<file path="src/rtl/jobs_pkg.sv">
`timescale 1ns / 1ps
// Shared types and constants for the JSON object boundary scanner.
// Used by the result interface, the top level and the bench; depends on nothing.
package jobs_pkg;

  localparam int POSITION_BITS_DEFAULT = 16;
  localparam int DEPTH_BITS_DEFAULT    = 8;

  localparam int START_W  = 16;
  localparam int LENGTH_W = 17;

  localparam logic [LENGTH_W-1:0] MAX_OBJECT_LEN_RESET = 17'd4096;

  localparam logic [7:0] CH_OPEN   = 8'h7B;
  localparam logic [7:0] CH_CLOSE  = 8'h7D;
  localparam logic [7:0] CH_QUOTE  = 8'h22;
  localparam logic [7:0] CH_BSLASH = 8'h5C;

  typedef enum logic [2:0] {
    ST_FOUND        = 3'd0,
    ST_TOO_LARGE    = 3'd1,
    ST_UNTERMINATED = 3'd2,
    ST_NO_BRACE     = 3'd3,
    ST_OVERFLOW     = 3'd4
  } scan_status_t;

  typedef enum logic [2:0] {
    PH_SEEK = 3'b001,
    PH_IN   = 3'b010,
    PH_DONE = 3'b100
  } scan_phase_t;

endpackage

</file>
<file path="src/rtl/jobs_in_if.sv">
`timescale 1ns / 1ps
// Valid/ready channel carrying one text byte or a terminator per beat.
// Depends on nothing beyond the handshake signals it declares.
interface jobs_in_if;
  logic       valid;
  logic       ready;
  logic [7:0] text_byte;
  logic       end_of_text;

  modport source (output valid, output text_byte, output end_of_text, input ready);
  modport sink   (input valid, input text_byte, input end_of_text, output ready);
endinterface

</file>
<file path="src/rtl/jobs_out_if.sv">
`timescale 1ns / 1ps
// Valid/ready channel carrying one scan result per beat.
// Depends on jobs_pkg for the status type and field widths.
interface jobs_out_if;
  logic                           valid;
  logic                           ready;
  jobs_pkg::scan_status_t         scan_status;
  logic [jobs_pkg::START_W-1:0]   object_start;
  logic [jobs_pkg::LENGTH_W-1:0]  object_length;

  modport source (output valid, output scan_status, output object_start,
                  output object_length, input ready);
  modport sink   (input valid, input scan_status, input object_start,
                  input object_length, output ready);
endinterface

</file>
<file path="src/rtl/json_object_boundary_scanner_top.sv">
`timescale 1ns / 1ps
// JSON object boundary scanner: finds the first brace-delimited object in a byte stream.
// Depends on jobs_pkg, jobs_in_if and jobs_out_if.
//
// Usage: feed a text one byte per beat on the text channel and close it with a
// beat that has end_of_text set. Every text yields exactly one beat on the
// result channel: found or too large on the closing brace itself, nesting
// overflow on the brace past the deepest nesting, unterminated or no brace on
// the terminator. Other beats yield nothing.
// The user must write the limit max_object_len through cfg_we/cfg_wdata only
// while the block is idle; the block itself does not enforce this. It resets to 4096.
// Throughput is one beat per cycle while a held result does not stall it. A beat
// is held in the input register, is processed there by the scan logic, and its
// result is registered in the output register.
// When the receiver stalls, the held result blocks only a later beat that also
// produces a result; beats that produce none keep flowing.
// Synchronous reset clears both registers and the scan state and starts a new
// text; a partly received text is dropped.
module json_object_boundary_scanner_top #(
  parameter int POSITION_BITS = jobs_pkg::POSITION_BITS_DEFAULT,
  parameter int DEPTH_BITS    = jobs_pkg::DEPTH_BITS_DEFAULT
) (
  input  logic                          clk,
  input  logic                          rst,
  input  logic                          cfg_we,
  input  logic [jobs_pkg::LENGTH_W-1:0] cfg_wdata,
  jobs_in_if.sink                       text,
  jobs_out_if.source                    result
);
  import jobs_pkg::*;

  // Wide enough for a position plus one and for the configured limit.
  localparam int LW = (POSITION_BITS + 1 > LENGTH_W) ? POSITION_BITS + 1 : LENGTH_W;
  typedef logic [LW-1:0] len_w_t;

  localparam logic [POSITION_BITS-1:0] POS_MAX   = '1;
  localparam logic [DEPTH_BITS-1:0]    DEPTH_MAX = '1;

  logic [LENGTH_W-1:0] max_object_len;

  // Input register.
  logic       in_full;
  logic [7:0] in_byte;
  logic       in_end;

  // Scan state.
  scan_phase_t             phase, phase_next;
  logic [POSITION_BITS-1:0] byte_position, byte_position_next;
  logic [POSITION_BITS-1:0] start_position, start_position_next;
  logic [DEPTH_BITS-1:0]    nesting_depth, nesting_depth_next;
  logic                     inside_string, inside_string_next;
  logic                     after_backslash, after_backslash_next;

  // Result of the beat in the input register.
  logic                has_result;
  scan_status_t        res_status;
  logic [START_W-1:0]  res_start;
  logic [LENGTH_W-1:0] res_length;

  logic   fire;
  len_w_t obj_len;
  len_w_t start_ext;

  assign obj_len   = len_w_t'(byte_position) - len_w_t'(start_position) + len_w_t'(1);
  assign start_ext = len_w_t'(start_position);

  always_comb begin
    phase_next           = phase;
    byte_position_next   = byte_position;
    start_position_next  = start_position;
    nesting_depth_next   = nesting_depth;
    inside_string_next   = inside_string;
    after_backslash_next = after_backslash;
    has_result           = 1'b0;
    res_status           = ST_FOUND;
    res_start            = start_ext[START_W-1:0];
    res_length           = '0;

    if (in_end) begin
      if (phase == PH_SEEK) begin
        has_result = 1'b1;
        res_status = ST_NO_BRACE;
        res_start  = '0;
      end else if (phase == PH_IN) begin
        has_result = 1'b1;
        res_status = ST_UNTERMINATED;
      end
      phase_next           = PH_SEEK;
      byte_position_next   = '0;
      start_position_next  = '0;
      nesting_depth_next   = '0;
      inside_string_next   = 1'b0;
      after_backslash_next = 1'b0;
    end else begin
      case (phase)
        PH_SEEK: begin
          if (in_byte == CH_OPEN) begin
            start_position_next  = byte_position;
            nesting_depth_next   = DEPTH_BITS'(1);
            inside_string_next   = 1'b0;
            after_backslash_next = 1'b0;
            phase_next           = PH_IN;
          end
        end
        PH_IN: begin
          if (inside_string) begin
            if (after_backslash) begin
              after_backslash_next = 1'b0;
            end else if (in_byte == CH_BSLASH) begin
              after_backslash_next = 1'b1;
            end else if (in_byte == CH_QUOTE) begin
              inside_string_next = 1'b0;
            end
          end else if (in_byte == CH_QUOTE) begin
            inside_string_next = 1'b1;
          end else if (in_byte == CH_OPEN) begin
            if (nesting_depth == DEPTH_MAX) begin
              has_result = 1'b1;
              res_status = ST_OVERFLOW;
              phase_next = PH_DONE;
            end else begin
              nesting_depth_next = nesting_depth + DEPTH_BITS'(1);
            end
          end else if (in_byte == CH_CLOSE) begin
            // The closing brace at depth one (or a stray one at depth zero) ends the object.
            if (nesting_depth <= DEPTH_BITS'(1)) begin
              nesting_depth_next = '0;
              has_result         = 1'b1;
              res_status         = (obj_len > len_w_t'(max_object_len)) ? ST_TOO_LARGE
                                                                         : ST_FOUND;
              res_length         = obj_len[LENGTH_W-1:0];
              phase_next         = PH_DONE;
            end else begin
              nesting_depth_next = nesting_depth - DEPTH_BITS'(1);
            end
          end
        end
        default: begin
        end
      endcase
      if (byte_position != POS_MAX) begin
        byte_position_next = byte_position + POSITION_BITS'(1);
      end
    end
  end

  // The held beat retires unless it has a result and the output slot is stuck.
  assign fire       = in_full && (!has_result || !result.valid || result.ready);
  assign text.ready = !in_full || fire;

  always_ff @(posedge clk) begin
    if (rst) begin
      max_object_len <= MAX_OBJECT_LEN_RESET;
    end else if (cfg_we) begin
      max_object_len <= cfg_wdata;
    end
  end

  always_ff @(posedge clk) begin
    if (rst) begin
      in_full <= 1'b0;
    end else if (text.ready) begin
      in_full <= text.valid;
    end
  end

  always_ff @(posedge clk) begin
    if (text.valid && text.ready) begin
      in_byte <= text.text_byte;
      in_end  <= text.end_of_text;
    end
  end

  always_ff @(posedge clk) begin
    if (rst) begin
      phase           <= PH_SEEK;
      byte_position   <= '0;
      start_position  <= '0;
      nesting_depth   <= '0;
      inside_string   <= 1'b0;
      after_backslash <= 1'b0;
    end else if (fire) begin
      phase           <= phase_next;
      byte_position   <= byte_position_next;
      start_position  <= start_position_next;
      nesting_depth   <= nesting_depth_next;
      inside_string   <= inside_string_next;
      after_backslash <= after_backslash_next;
    end
  end

  always_ff @(posedge clk) begin
    if (rst) begin
      result.valid <= 1'b0;
    end else if (fire && has_result) begin
      result.valid <= 1'b1;
    end else if (result.ready) begin
      result.valid <= 1'b0;
    end
  end

  always_ff @(posedge clk) begin
    if (fire && has_result) begin
      result.scan_status   <= res_status;
      result.object_start  <= res_start;
      result.object_length <= res_length;
    end
  end

endmodule

</file>
<file path="src/flat_wrapper.sv">
// flat-port wrapper written by rule: the top's interface ports become plain ports
module json_object_boundary_scanner_top_flat import jobs_pkg::*;
#(
  parameter int POSITION_BITS = jobs_pkg::POSITION_BITS_DEFAULT,
  parameter int DEPTH_BITS    = jobs_pkg::DEPTH_BITS_DEFAULT
)
  (clk, rst, cfg_we, cfg_wdata, text_valid, text_text_byte, text_end_of_text, text_ready, result_valid, result_scan_status, result_object_start, result_object_length, result_ready);
  jobs_in_if text_i ();
  jobs_out_if result_i ();
  input  logic clk;
  input  logic rst;
  input  logic cfg_we;
  input  logic [jobs_pkg::LENGTH_W-1:0] cfg_wdata;
  input wire logic [$bits(text_i.valid)-1:0] text_valid;
  input wire logic [$bits(text_i.text_byte)-1:0] text_text_byte;
  input wire logic [$bits(text_i.end_of_text)-1:0] text_end_of_text;
  output wire logic [$bits(text_i.ready)-1:0] text_ready;
  output wire logic [$bits(result_i.valid)-1:0] result_valid;
  output wire logic [$bits(result_i.scan_status)-1:0] result_scan_status;
  output wire logic [$bits(result_i.object_start)-1:0] result_object_start;
  output wire logic [$bits(result_i.object_length)-1:0] result_object_length;
  input wire logic [$bits(result_i.ready)-1:0] result_ready;
  assign text_i.valid = text_valid;
  assign text_i.text_byte = text_text_byte;
  assign text_i.end_of_text = text_end_of_text;
  assign text_ready = text_i.ready;
  assign result_valid = result_i.valid;
  assign result_scan_status = result_i.scan_status;
  assign result_object_start = result_i.object_start;
  assign result_object_length = result_i.object_length;
  assign result_i.ready = result_ready;
  json_object_boundary_scanner_top #(.POSITION_BITS(POSITION_BITS), .DEPTH_BITS(DEPTH_BITS)) u_core (.clk(clk), .rst(rst), .cfg_we(cfg_we), .cfg_wdata(cfg_wdata), .text(text_i), .result(result_i));
endmodule
</file>
<file path="config.mk">
export PLATFORM = sky130hd
export DESIGN_NAME = json_object_boundary_scanner_top_flat
export DESIGN_NICKNAME = d
export VERILOG_FILES = /design/src/rtl/jobs_pkg.sv /design/src/rtl/jobs_in_if.sv /design/src/rtl/jobs_out_if.sv /design/src/rtl/json_object_boundary_scanner_top.sv /design/src/flat_wrapper.sv
export SDC_FILE = /design/constraint.sdc
export NUM_CORES = 1
export LEC_CHECK = 0
export BUFFER_PORTS_ARGS = -buffer_cell sky130_fd_sc_hd__buf_2
export CAP_MARGIN = 20
export CORE_ASPECT_RATIO = 0.9
export CORE_MARGIN = 2
export CORE_UTILIZATION = 32
export DETAILED_ROUTE_END_ITERATION = 7
export HOLD_SLACK_MARGIN = 0.15
export PLACE_DENSITY = 0.56
export SLEW_MARGIN = 20
export SYNTH_ARGS = -nofsm -noshare
export SYNTH_HDL_FRONTEND = slang
export SYNTH_SLANG_ARGS = --single-unit
</file>
<file path="constraint.sdc">
create_clock -name clk -period 4.7 [get_ports clk]
set_clock_uncertainty 0.1 [all_clocks]
set_input_delay 0.47 -clock clk [delete_from_list [all_inputs] [get_ports clk]]
set_output_delay 0.47 -clock clk [all_outputs]
set_load 0.01 [all_outputs]
</file>
# Word level (Yosys, flattened, before mapping)

Index checks and enable logic that the tools add are counted.

$lt $le $gt $ge: 2
Shift operators: 0
Equal/unequal tests: 16
Multiplexer cells: 61
Multipliers: 0
Div/mod/pow operators: 0
$add $sub $neg: 5
Bitwise gates (word level): 3
Reductions and logical operators: 21

Operators by type and width:

| cell                  | number |
|---|---|
| $mux 16               | 7 |
| $mux 8                | 8 |
| $mux 3                | 17 |
| $eq 8x7->1 const B    | 3 |
| $mux 1                | 24 |
| $add 17x1->17 const B | 1 |
| $gt 17x17->1          | 1 |
| $sub 16x16->17        | 1 |
| $add 16x1->16 const B | 1 |
| $ne 16x16->1 const B  | 1 |
| $ne 4x3->1 const B    | 4 |
| $pmux 8 s2            | 1 |
| $ne 3x2->1 const B    | 3 |
| $add 8x1->8 const B   | 1 |
| $eq 8x6->1 const B    | 1 |
| $eq 8x8->1 const B    | 1 |
| $le 8x1->1 const B    | 1 |
| $reduce_and 8->1      | 1 |
| $reduce_bool 2->1     | 4 |
| $sub 8x1->8 const B   | 1 |
| $reduce_and 7->1      | 1 |
| $reduce_or 7->1       | 1 |
| $pmux 3 s2            | 1 |
| $reduce_and 3->1      | 2 |
| other kinds (12)      | 21 |

Memories: 0
Output and inout port bits: 38
Bits in latches: 0
Bits of input ports: 31
Bits in writable memories: 0
Logic and storage cells: 122
Register bits: 109
Bits in read-only memories: 0

# Depth between registers and ports, before layout

Gate-level depths: netlist of the first run.

Depth in word-level cells: 14
Mapped depth: 17
Gate-level depth less buffers: 17

# Least setup slack after synthesis of the first run

Ideal clock, no wire load.

Path kind: reg-to-reg
Start: reg u_core.in_byte[2]
End: reg u_core.result.object_length[0] (enable)
Period minus slack after synthesis: 3.850 ns
Path slack: 0.850 ns
Arrival: 3.321 ns
Data required time: 4.171 ns
Path buffers: 0
Stages on the path, launching flop included: 8
Library setup time: 0.429 ns
Cells stage by stage: edfxtp_1 -> or3b_4 -> nor3_1 -> a32o_1 -> nand2b_1 -> nand2_1 -> nand2_1 -> nor2_1

Cells in the longest elaborated chain, start to end: 12
Elaborated cells on any way between the ends: 14
Those cells by class: 3 x eq/ne; 6 x mux; 5 x reduce/logical

Ends and longest elaborated chain:

| what                           | line                                    | RTL |
|---|---|---|
| from (decl)                    | json_object_boundary_scanner_top.sv:43  | `logic [7:0] in_byte;` |
| from (signal assigned)         | json_object_boundary_scanner_top.sv:169 | `in_byte <= text.text_byte;` |
| $eq 8x7->1                     | json_object_boundary_scanner_top.sv:124 | `end else if (in_byte == CH_CLOSE) begin` |
| $mux 1                         | json_object_boundary_scanner_top.sv:124 |  |
| $mux 1                         | json_object_boundary_scanner_top.sv:116 | `end else if (in_byte == CH_OPEN) begin` |
| $mux 1 (*)                     | json_object_boundary_scanner_top.sv:114 | `end else if (in_byte == CH_QUOTE) begin` |
| $mux 1 (*)                     | json_object_boundary_scanner_top.sv:106 | `if (inside_string) begin` |
| $mux 1 (*)                     | json_object_boundary_scanner_top.sv:95  | `case (phase)` |
| $mux 1 (*)                     | json_object_boundary_scanner_top.sv:79  | `if (in_end) begin` |
| $logic_not 1->1                | json_object_boundary_scanner_top.sv:148 | `assign fire = in_full && (!has_result \|\| !result.valid \|\| result.ready);` |
| $logic_or 1x1->1 (2 in series) | json_object_boundary_scanner_top.sv:148 |  |
| $logic_and 1x1->1              | json_object_boundary_scanner_top.sv:148 |  |
| $logic_and 1x1->1 (*)          | json_object_boundary_scanner_top.sv:203 | `if (fire && has_result) begin` |
| to (signal assigned)           | json_object_boundary_scanner_top.sv:206 | `result.object_length <= res_length;` |
| to (decl)                      | jobs_out_if.sv:12                       | `output object_length, input ready);` |

Mark *: on every way between the ends. The rest lies on a longest branch, timed or not.
A chain may end at the register's enable or synchronous reset.

# Worst setup path in the final report of the first run

Start: reg u_core.byte_position[2]
End: reg u_core.result.scan_status[0] (data pin)

Cells in the longest elaborated chain, start to end: 11

Ends and longest elaborated chain:

| what                           | line                                    | RTL |
|---|---|---|
| from (decl)                    | json_object_boundary_scanner_top.sv:48  | `logic [POSITION_BITS-1:0] byte_position, byte_position_next;` |
| from (signal assigned)         | json_object_boundary_scanner_top.sv:184 | `byte_position <= byte_position_next;` |
| $sub 16x16->17                 | json_object_boundary_scanner_top.sv:64  | `assign obj_len = len_w_t'(byte_position) - len_w_t'(start_position) + len_w_t'(1);` |
| $add 17x1->17                  | json_object_boundary_scanner_top.sv:64  |  |
| named net u_core.obj_len[16]   | json_object_boundary_scanner_top.sv:61  | `len_w_t obj_len;` |
| $gt 17x17->1                   | json_object_boundary_scanner_top.sv:129 | `res_status = (obj_len > len_w_t'(max_object_len)) ? ST_TOO_LARGE` |
| $mux 1                         | json_object_boundary_scanner_top.sv:129 |  |
| $mux 3                         | json_object_boundary_scanner_top.sv:126 | `if (nesting_depth <= DEPTH_BITS'(1)) begin` |
| $mux 3                         | json_object_boundary_scanner_top.sv:124 |  |
| $mux 3                         | json_object_boundary_scanner_top.sv:116 |  |
| $mux 3                         | json_object_boundary_scanner_top.sv:114 |  |
| $mux 3                         | json_object_boundary_scanner_top.sv:106 |  |
| $mux 3                         | json_object_boundary_scanner_top.sv:95  |  |
| $mux 3                         | json_object_boundary_scanner_top.sv:79  |  |
| named net u_core.res_status[0] | json_object_boundary_scanner_top.sv:56  | `scan_status_t res_status;` |
| to (signal assigned)           | json_object_boundary_scanner_top.sv:204 | `result.scan_status <= res_status;` |
| to (decl)                      | jobs_out_if.sv:11                       | `modport source (output valid, output scan_status, output object_start,` |

The timed path passes the listed nets, and every way through them passes these cells.

==> reports/qor.log, run 1 <==
[outcome] status complete, no violations
[run] number of violations of the max-capacitance limit 0
[setup_path] CP Data Required Time 4.83 ns
[pwr] share of power burned in combinational logic 0.072
[yosys] dominant register cell in the synthesized netlist sky130_fd_sc_hd__dfxtp_1
[floorplanning] y dimension of the die 133 um
[drt] average wire per cell in the routed design 14.4 um
[cells_and_area] layout net count 775
[sta] RSZ-0062 raised after global routing no
[pwr] fraction of power consumed by the clock network 0.406
[sta] Final setup violation count 0
[placement] number of instances in the placed design 924
[grt] met3 GRT Util 0.0284
[grt] number of global-route vias before repair 4377
[grt] number of antenna violations at the first check in global routing 0
[pwr] switching power as a share of total power 0.240
[clocking] quantity of gates resized following cts 0
[setup_path] slowest stage cell, crit path sky130_fd_sc_hd__dfxtp_1
[yosys] total of flip-flops plus latches after synthesis 109
[yosys] largest family of logic cells by synthesized area simple AND/OR/NAND/NOR gates
[clocking] total CTS buffers 9
[sta] setup TNS 0 ns
[clocking] total clock sinks 109
[cells_and_area] number of antenna diodes 0
[min_path] type of the tightest min-delay check in2reg
[yosys] count of warnings emitted by yosys 0
[pwr] IR drop worst, VDD 0.158 mV
[placement] Buffers on Ports 68
[setup_path] path type of the worst setup path reg2reg
[drt] number of search-and-repair iterations in the first detailed-routing pass 4
[drt] average vias per placed instance 4.88
[clocking] clock edge transition at the registers on the reported setup and hold paths 0.08 ns
[floorplanning] starting density of the core 0.325
[setup_path] category of the worst setup path launch point flip-flop
[cells_and_area] fin cells 941
[grt] layer with the highest usage after global routing met2
[sta] worst-case headroom to the max-slew limit 0.341
[sta] fin crit period 3.87 ns
[setup_path] arrival time reported for the critical path endpoint 4.01 ns
[placement] detailed-placement wirelength estimate 10200 um
[setup_path] slowest cell delay on critical path 0.43 ns
[drt] first-iteration detailed-routing DRC count 300
[floorplanning] placeable core region 18300 um2
[drt] total length of routed wires 13600 um
[clocking] TritonCTS clock tree built
[clocking] # hold bufs at CTS 0
[pwr] Internal Dissipation 1.48 mW
[placement] instance area at placement 6570 um2
[yosys] Syn Std Cell Area 5960 um2
[yosys] mux contribution to synthesized area 0.0336
[yosys] cell count after synthesis 626
[setup_path] Critical Path, Cell by Cell ha_1 > ha_1 > a211oi_1 > o211ai_1 > a41oi_1 > o21ai_0 > a31oi_1 > xor2_1 > ha_1 > nand4_1 > nor3_1 > a2111oi_0 > o31ai_1 > nand2_1
[floorplanning] DIE AREA 19700 um2
[grt] first-pass GRT wire length 22500 um
[pwr] proportion of power drawn by flip-flops and latches 0.522
[clocking] CTS Buffer Depth 2
[min_path] hold path start text_text_byte[2]
[cells_and_area] utilization of the core after routing 0.375
[grt] met2 global-route usage 0.235
[cells_and_area] fraction of layout instances using a drive strength above 1 0.149
[yosys] Simple-Gate Fraction of Synth Area 0.214
[setup_path] CP Max Fanout 6
[pwr] static leakage power 2.70 nW
[grt] maximum number of pins on one net before global-route repair 50
[sta] max-slew violations 0
[drt] remaining antenna violation count 0
[placement] routability congestion estimate 0.808
[cells_and_area] relative area change from synthesis to final layout 15.6%
[setup_path] type of destination of the critical path flip-flop
[yosys] number of nets in the synthesized netlist 710
[yosys] Synth Area in XOR/XNOR 0.0397
[drt] DRC errors left 0
[clocking] H-tree depth 3
[yosys] post-synthesis sequential area ratio 0.442
[setup_path] launching instance or port of the critical path u_core.byte_position[2]$_SDFFE_PP0P_
[clocking] number of buffers inserted to repair setup after CTS 0
[pwr] P_sw 467 uW
[drt] via count 4595
[grt] gr usage total 0.144
[grt] Congestion Overflow GR 0
[yosys] synthesized area divided by synthesized cell count 9.52 um2
[setup_path] startpoint of the worst-slack reg-to-reg timing path u_core.byte_position[2]$_SDFFE_PP0P_
[pwr] power density relative to cell area 283 nW/um2
[sta] final hold viol count 0
[floorplanning] Die Span X 148 um
[yosys] ys async rst share 0
[floorplanning] number of top-level pins 69
[sta] Worst Tran Pin Value 0.983 ns
[sta] Final period util 0.824
[yosys] Synth cell types 53
[yosys] arithmetic-cell share of the synthesized area counting full adders, half adders and majority gates 0.113
[sta] highest clock frequency the design can meet 258 MHz
[cells_and_area] Non-Filler Cell Area, Final 6890 um2
[yosys] complex-gate fraction of the synthesized area 0.115
[floorplanning] # rows 47
[grt] met1 global-route usage 0.196
[clocking] clock latency on the worst-skew pair 0.36 ns
[yosys] number of enable-type register cells in the synthesized netlist 45
[clocking] clock root cell sky130_fd_sc_hd__clkbuf_16
[setup_path] crit-path most repeated cell sky130_fd_sc_hd__ha_1
==> synthesized netlist by cell type, drive strengths merged, types with 13 or more instances <==
cell	instances	area [um2]
mux2i	20	200
nor3b	17	128
xnor2	13	114
xor2	14	123
nand2	44	168
clkbuf	17	63.8
ha	52	651
inv	44	165
nand4	19	119
a21oi	36	180
o21ai	20	100
edfxtp	45	1350
nor2b	13	81.3
dfxtp	64	1280
nor2	79	297
nand3	16	80.1
==> logic make-up (layout without fill, tap and decap cells) <==
logic type	after synthesis	after routing
compound gates	104	104
fa+ha+maj	53	53
flops	109	109
buf+inv	65	135
simple gates	248	248
xor+xnor	27	27
mux	20	20
==> area by class of cell <==
cell class | count | area [um2]
Tap cell | 245 | 307
Inverter | 44 | 165
Sequential cell | 109 | 2630
Timing Repair Buffer | 75 | 393
Multi-Input combinational cell | 452 | 3080
Clock inverter | 7 | 82.6
Clock buffer | 9 | 225
Fill cell | 1894 | 11500
==> cell usage in the layout (no fill, tap or decap), drive strengths merged, types with 6 or more instances in the layout <==
| master | synthesis | layout |
|---|---|---|
| xor2 | 14 | 14 |
| nand3b | 12 | 12 |
| nand4 | 19 | 19 |
| inv | 44 | 47 |
| nor3 | 12 | 12 |
| o21ai | 20 | 20 |
| mux2i | 20 | 20 |
| nor2b | 13 | 13 |
| dfxtp | 64 | 64 |
| o211ai | 6 | 6 |
| xnor2 | 13 | 13 |
| nor3b | 17 | 17 |
| buf | 4 | 74 |
| a21o | 10 | 10 |
| a21oi | 36 | 36 |
| a32o | 7 | 7 |
| nand3 | 16 | 16 |
| nand2b | 10 | 10 |
| edfxtp | 45 | 45 |
| clkbuf | 17 | 10 |
| nor2 | 79 | 79 |
| nand2 | 44 | 44 |
| ha | 52 | 52 |
| or3 | 8 | 8 |
==> worst paths after layout <==
kind	slack [ns]	to	depth (start not counted)
max	0.83	u_core.result.scan_status[0]$_DFFE_PP_	14
min	0.18	u_core.in_byte[2]$_DFFE_PP_	1
max reg2reg	0.83	u_core.result.scan_status[0]$_DFFE_PP_	14
min reg2reg	0.35	u_core.after_backslash$_SDFFE_PP0P_	2
==> worst max-delay path: cells and delay by family (launching register included) <==
kind                       cells  cell delay (ns)
xor gates and xnor gates       1             0.21
DFF                            1             0.43
and+or+nand+nor                3             0.26
adders and majority gates      3             0.91
AOI/OAI and AO/OA              7             1.83
==> layer usage <==
| metal | routed length (um) | part of all wire |
|---|---|---|
| met5 | 0 | 0 |
| met4 | 163 | 0.012 |
| met3 | 607 | 0.045 |
| met2 | 6080 | 0.45 |
| met1 | 6730 | 0.50 |
==> through the flow <==
| step | setup WS, ns | total power [mW] | hold slack, ns |
|---|---|---|---|
| after floorplan | 0.850 | 1.13 | 0.327 |
| after global placement | 1.03 | 1.18 | 0.338 |
| after detailed placement | 0.885 | 1.18 | 0.340 |
| after CTS | 0.865 | 1.97 | 0.169 |
| after global routing | 0.317 | 2.03 | 0.172 |
| final | 0.828 | 1.95 | 0.183 |
==> power by group through the flow <==
stage / Combinational, mW / Clock [mW] / Sequential (mW)
after global routing: 0.160 / 0.848 / 1.02
after detailed placement: 0.141 / 0 / 1.04
after CTS: 0.142 / 0.814 / 1.02
after floorplan: 0.0884 / 0 / 1.04
after global placement: 0.140 / 0 / 1.04
final: 0.141 / 0.792 / 1.02
==> sequential cells by signal (all words and copies together) (netlist names), 3 cells and up <==
| signal | flops |
|---|---|
| u_core.in_byte | 8 |
| u_core.result.object_start | 16 |
| u_core.max_object_len | 17 |
| u_core.result.scan_status | 3 |
| u_core.result.object_length | 17 |
| u_core.byte_position | 16 |
| u_core.start_position | 16 |
| u_core.phase | 3 |
| u_core.nesting_depth | 8 |
Power figures use the tool's default switching activity.
==> run 2: changes to the inputs <==
- PLACE_DENSITY: 0.56 -> 0.58
- clock period: 4.7 -> 3.1 ns (I/O delays scaled with it)
==> run 2 against run 1 <==
Effect of this change: hold slack better by 0.034 ns; largest cell class unchanged; highest routed layer unchanged; largest power group unchanged; the flow now finishes with violations (setup timing); die area unchanged; cell count increased by 9.6%; sequential power up 51%.
==> reports/qor.log, run 2 (same netlist as run 1, synthesis figures left out) <==
[cells_and_area] layout net count 865
[cells_and_area] fraction of layout instances using a drive strength above 1 0.247
[setup_path] path type of the worst setup path reg2reg
[clocking] clock edge transition at the registers on the reported setup and hold paths 0.08 ns
[drt] via count 4944
[clocking] TritonCTS clock tree built
[sta] worst setup slack after layout -0.254 ns
[clocking] clock latency on the worst-skew pair 0.36 ns
[outcome] violated checks setup timing
[sta] worst-case headroom to the max-slew limit 0.563
[setup_path] type of destination of the critical path flip-flop
[run] number of violations of the max-capacitance limit 0
[floorplanning] starting density of the core 0.325
[cells_and_area] fin cells 1031
[setup_path] family with the most delay on the worst path compound AO/OA/AOI/OAI gates
[drt] number of search-and-repair iterations in the first detailed-routing pass 4
[cells_and_area] registers with the most flip-flops u_core.max_object_len (17), u_core.result.object_length (17)
[cells_and_area] number of inserted filler cells in the final layout 1837
[min_path] type of the tightest min-delay check in2reg
[pwr] IR drop worst, VDD 0.269 mV
[placement] detailed-placement wirelength estimate 10700 um
[cells_and_area] most frequent standard cell in the layout excluding fill and tap cells sky130_fd_sc_hd__nor2_1
[pwr] static leakage power 3.13 nW
[sta] max-slew violations 0
[setup_path] CP Data Required Time 3.12 ns
[drt] average wire per cell in the routed design 13.9 um
[clocking] CTS Buffer Depth 2
[placement] routability congestion estimate 0.816
[sta] fin crit period 3.35 ns
[cells_and_area] highest-count cells in the layout ignoring fill and taps 78 x sky130_fd_sc_hd__nor2_1, 69 x sky130_fd_sc_hd__buf_4, 68 x sky130_fd_sc_hd__buf_2
[floorplanning] number of top-level pins 69
[clocking] clock root cell sky130_fd_sc_hd__clkbuf_16
[setup_path] slowest cell delay on critical path 0.33 ns
[floorplanning] placeable core region 18300 um2
[sta] worst hold slack 0.216 ns
[setup_path] category of the worst setup path launch point flip-flop
[grt] number of global-route vias before repair 4843
[setup_path] crit-path most repeated cell sky130_fd_sc_hd__o211ai_1
[setup_path] CP Max Fanout 3
[drt] average vias per placed instance 4.80
[grt] maximum number of pins on one net before global-route repair 49
[drt] first-iteration detailed-routing DRC count 202
[sta] final hold viol count 0
[cells_and_area] area occupied by multi-input gates 3250 um2
[sta] Final period util 1.08
[clocking] H-tree depth 3
[grt] gr usage total 0.150
[grt] Congestion Overflow GR 0
[setup_path] arrival time reported for the critical path endpoint 3.37 ns
[drt] remaining antenna violation count 0
[sta] Worst Tran Pin Value 0.654 ns
[sta] highest clock frequency the design can meet 298 MHz
[setup_path] Critical Path, Cell by Cell inv_2 > ha_4 > inv_2 > ha_4 > buf_4 > a211oi_2 > o211ai_1 > a41oi_2 > o211ai_1 > o211ai_1 > xnor2_1 > ha_1 > a21o_1 > a21o_1 > a21oi_1 > a2111oi_1 > nor2_1 > nand2_1
[clocking] total CTS buffers 9
[sta] Final setup violation count 1
[cells_and_area] area used by sequential logic in the layout 2640 um2
[cells_and_area] number of antenna diodes 0
[floorplanning] # rows 47
[floorplanning] y dimension of the die 133 um
[setup_path] crit path buf inv count 3
[setup_path] slowest stage cell, crit path sky130_fd_sc_hd__dfxtp_2
[outcome] status finished with violations
[clocking] number of buffers inserted to repair setup after CTS 0
[cells_and_area] relative area change from synthesis to final layout 31.2%
[clocking] total clock sinks 109
[drt] total length of routed wires 14300 um
[placement] number of instances in the placed design 988
[pwr] power density relative to cell area 383 nW/um2
[sta] RSZ-0062 raised after global routing yes
[floorplanning] DIE AREA 19700 um2
[grt] first-pass GRT wire length 23800 um
[placement] Buffers on Ports 68
[grt] number of antenna violations at the first check in global routing 0
[floorplanning] Die Span X 148 um
[drt] DRC errors left 0
==> run 2: changes by cell type in the layout (fill, tap and decap cells not counted), sizes merged <==
cell,delta
buf,+64
dlygate4sd3,+27
clkbuf,-1
==> run 2: where the power goes <==
part,leakage (nW),internal [mW],switching [mW]
Clock,0.148,0.638,0.555
Sequential,0.967,1.52,0.0185
Combinational,2.02,0.117,0.139
==> run 2: metal layers <==
metal / vias up / part of all wire / wire length [um] / GRT usage
met3: 6 / 0.034 / 493 / 0.0291
li1: 2538 / - / - / -
met2: 97 / 0.47 / 6690 / 0.252
met1: 2303 / 0.49 / 7000 / 0.204
met4: 0 / 0.0078 / 112 / 0.0312
met5: - / 0 / 0 / 0
==> run 2: worst register-to-register path, cell delays in order, from the launching register on <==
cell and delay (ns):
sky130_fd_sc_hd__dfxtp_2 0.33, sky130_fd_sc_hd__inv_2 0.05, sky130_fd_sc_hd__ha_4 0.25, sky130_fd_sc_hd__inv_2 0.03
sky130_fd_sc_hd__ha_4 0.15, sky130_fd_sc_hd__buf_4 0.13, sky130_fd_sc_hd__a211oi_2 0.24, sky130_fd_sc_hd__o211ai_1 0.17
sky130_fd_sc_hd__a41oi_2 0.28, sky130_fd_sc_hd__o211ai_1 0.12, sky130_fd_sc_hd__o211ai_1 0.11, sky130_fd_sc_hd__xnor2_1 0.19
sky130_fd_sc_hd__ha_1 0.29, sky130_fd_sc_hd__a21o_1 0.16, sky130_fd_sc_hd__a21o_1 0.16, sky130_fd_sc_hd__a21oi_1 0.14
sky130_fd_sc_hd__a2111oi_1 0.06, sky130_fd_sc_hd__nor2_1 0.11, sky130_fd_sc_hd__nand2_1 0.05
==> run 2: through the flow <==
step	TNS, ns	util	setup slack [ns]	instance area [um2]	total power [mW]
after global routing	-0.500	0.426	-0.500	7810	3.11
after CTS	-0.251	0.426	-0.251	7810	3.02
final	-0.254	0.426	-0.254	7810	2.99
after floorplan	-0.0662	-	-0.0662	6060	1.71
after global placement	-0.238	0.390	-0.238	7150	1.80
after detailed placement	-0.299	0.390	-0.299	7150	1.80
==> run 2: final cells by class <==
cell class                 count  area share
multi-input combinational    452       0.416
sequential                   109       0.338
timing repair buffer         165       0.147
tap                          245      0.0392
clock buffer                   9      0.0288
inverter                      44      0.0211
clock inverter                 7      0.0102
==> run 2: repair_timing <==
action / 4_1_cts / 5_1_grt
resized for setup: 14 / 1
endpoints found under the hold margin: 27 / 0
setup endpoints to repair: 1 / 1
pin swaps: 16 / 3
hold buffers: 27 / 0
==> run 2: final timing paths <==
path	depth (start not counted)	end	start	slack (ns)
worst min register to register	2	u_core.start_position[4]$_SDFFE_PP0P_	u_core.start_position[4]$_SDFFE_PP0P_	0.35
worst min-delay path	3	u_core.result.valid$_SDFFE_PP0P_	result_ready	0.22
worst max register to register	18	u_core.result.scan_status[0]$_DFFE_PP_	u_core.byte_position[1]$_SDFFE_PP0P_	-0.25
worst max-delay path	18	u_core.result.scan_status[0]$_DFFE_PP_	u_core.byte_position[1]$_SDFFE_PP0P_	-0.25
==> run 3: changes to the inputs <==
- PLACE_DENSITY: 0.58 -> default
==> run 3 against run 2 <==
Effect of this change: the flow still finishes with violations (setup timing); sequential share of layout area fell by 0.32 points; die area did not move; core utilization rose by 0.45 points; register-to-register slack got worse by 0.04 ns; critical path type unchanged.
==> reports/qor.log, run 3 (same netlist as run 1, synthesis figures left out) <==
[outcome] status finished with violations
[outcome] violated checks setup timing
[clocking] total clock sinks 109
[min_path] type of the tightest min-delay check in2reg
[sta] worst setup slack after layout -0.292 ns
[setup_path] number of cell instances on the worst register-to-register path 18
[sta] RSZ-0062 raised after global routing yes
[grt] number of global-route vias before repair 4884
[sta] highest clock frequency the design can meet 295 MHz
[drt] remaining antenna violation count 0
[sta] worst-case headroom to the max-slew limit 0.583
[grt] Congestion Overflow GR 0
[sta] Final period util 1.09
[cells_and_area] number of antenna diodes 0
[setup_path] category of the worst setup path launch point flip-flop
[pwr] IR drop worst, VDD 0.263 mV
[sta] fin crit period 3.39 ns
[pwr] total power 2.89 mW
[cells_and_area] fraction of layout instances using a drive strength above 1 0.262
[floorplanning] Die Span X 148 um
[pwr] fraction of power consumed by the clock network 0.378
[floorplanning] starting density of the core 0.325
[setup_path] CP Max Fanout 3
[clocking] clock edge transition at the registers on the reported setup and hold paths 0.07 ns
[pwr] Internal Dissipation 2.19 mW
[drt] first-iteration detailed-routing DRC count 286
[placement] number of instances in the placed design 987
[drt] total length of routed wires 14200 um
[run] number of violations of the max-capacitance limit 0
[min_path] WHS Path Cells 3
[placement] detailed-placement wirelength estimate 10400 um
[placement] Buffers on Ports 68
[setup_path] slowest cell delay on critical path 0.34 ns
[setup_path] Reg2Reg Setup Slack -0.29 ns
[setup_path] arrival time reported for the critical path endpoint 3.40 ns
[pwr] P_sw 703 uW
[drt] via count 4967
[cells_and_area] number of inserted filler cells in the final layout 1789
[grt] gr usage total 0.152
[pwr] static leakage power 3.17 nW
[setup_path] CP Data Required Time 3.11 ns
[cells_and_area] registers with the most flip-flops u_core.max_object_len (17), u_core.result.object_length (17)
[setup_path] Critical Path, Cell by Cell inv_2 > ha_4 > inv_2 > ha_4 > buf_6 > a211oi_4 > o211ai_1 > a41oi_2 > o211ai_1 > o211ai_1 > xnor2_1 > ha_1 > a21o_1 > a21o_1 > a21oi_2 > a2111oi_2 > nor2_1 > nand2_1
[clocking] clock root cell sky130_fd_sc_hd__clkbuf_16
[clocking] total CTS buffers 9
[floorplanning] placeable core region 18300 um2
[grt] number of antenna violations at the first check in global routing 0
[floorplanning] number of top-level pins 69
[cells_and_area] most frequent standard cell in the layout excluding fill and tap cells sky130_fd_sc_hd__nor2_1
[clocking] clock latency on the worst-skew pair 0.36 ns
[cells_and_area] area occupied by multi-input gates 3310 um2
[drt] number of search-and-repair iterations in the first detailed-routing pass 5
[clocking] TritonCTS clock tree built
[grt] first-pass GRT wire length 23900 um
[pwr] switching power as a share of total power 0.243
[sta] Final setup violation count 1
[placement] post-placement setup slack -0.307 ns
[drt] average wire per cell in the routed design 13.7 um
[cells_and_area] relative area change from synthesis to final layout 32.6%
[cells_and_area] area used by sequential logic in the layout 2640 um2
[drt] DRC errors left 0
[clocking] H-tree depth 3
[setup_path] slowest stage cell, crit path sky130_fd_sc_hd__dfxtp_2
[setup_path] path type of the worst setup path reg2reg
[placement] instance area at placement 7140 um2
[pwr] share of power burned in combinational logic 0.090
[cells_and_area] layout net count 872
[floorplanning] y dimension of the die 133 um
[drt] average vias per placed instance 4.79
[cells_and_area] Non-Filler Cell Area, Final 7900 um2
[cells_and_area] highest-count cells in the layout ignoring fill and taps 78 x sky130_fd_sc_hd__nor2_1, 75 x sky130_fd_sc_hd__buf_4, 68 x sky130_fd_sc_hd__buf_2
[clocking] CTS Buffer Depth 2
[pwr] power density relative to cell area 366 nW/um2
[sta] max-slew violations 0
[placement] routability congestion estimate 0.842
[grt] maximum number of pins on one net before global-route repair 49
[floorplanning] DIE AREA 19700 um2
[cells_and_area] fin cells 1038
[sta] final hold viol count 0
[pwr] proportion of power drawn by flip-flops and latches 0.533
[setup_path] crit-path most repeated cell sky130_fd_sc_hd__o211ai_1
[floorplanning] # rows 47
[setup_path] type of destination of the critical path flip-flop
[sta] Worst Tran Pin Value 0.624 ns
## run 3: routing by layer
| metal | up-vias | routed length [um] | part of all wire | track usage |
|---|---|---|---|---|
| met5 | - | 0 | 0 | 0 |
| met4 | 0 | 324 | 0.023 | 0.0550 |
| met3 | 19 | 464 | 0.033 | 0.0312 |
| met2 | 95 | 6450 | 0.45 | 0.244 |
| met1 | 2301 | 6970 | 0.49 | 0.203 |
| li1 | 2552 | - | - | - |
## run 3: final cells by class
class | count | share of cell area
inverter | 44 | 0.0209
sequential | 109 | 0.334
timing repair buffer | 172 | 0.153
clock buffer | 9 | 0.0285
tap | 245 | 0.0388
clock inverter | 7 | 0.00618
multi-input combinational | 452 | 0.419
## run 3: path summary, 6_finish.rpt
kind | startpoint | endpoint
worst max register to register | u_core.byte_position[1]$_SDFFE_PP0P_ | u_core.result.scan_status[0]$_DFFE_PP_
worst min register to register | u_core.after_backslash$_SDFFE_PP0P_ | u_core.after_backslash$_SDFFE_PP0P_
worst max-delay path | u_core.byte_position[1]$_SDFFE_PP0P_ | u_core.result.scan_status[0]$_DFFE_PP_
worst min-delay path | result_ready | u_core.result.valid$_SDFFE_PP0P_
## run 3: per-stage QoR
| step | util | hold slack [ns] | TNS (ns) |
|---|---|---|---|
| after global placement | 0.389 | 0.337 | -0.229 |
| final | 0.430 | 0.198 | -0.292 |
| after detailed placement | 0.389 | 0.340 | -0.307 |
| after global routing | 0.430 | 0.254 | -0.540 |
| after CTS | 0.426 | 0.196 | -0.260 |
| after floorplan | - | 0.309 | -0.0662 |
## run 3: power by group through the flow
stage                     registers (mW)  clock network (mW)  logic (mW)
after global placement              1.57                   0       0.228
after detailed placement            1.57                   0       0.229
after CTS                           1.54                1.12       0.261
after global routing                1.55                1.18       0.291
final                               1.54                1.09       0.259
after floorplan                     1.58                   0       0.138
## run 3: critical path: cells and delay by family (launching register included)
kind | cells | cell delay (ns)
AO/OA/AOI/OAI | 9 | 1.45
buffers and inverters | 3 | 0.20
adder cells (fa/ha/maj) | 3 | 0.70
AND/OR/NAND/NOR | 2 | 0.17
XOR/XNOR | 1 | 0.18
flip-flops | 1 | 0.34
## run 3: repair_timing
item / CTS / global route
buffers inserted: 7 / 1
hold buffers: 27 / 0
endpoints found under the hold margin: 27 / 0
pin swaps: 20 / 13
cloned: 0 / 0
resized for setup: 11 / 15
setup endpoints to repair: 1 / 1
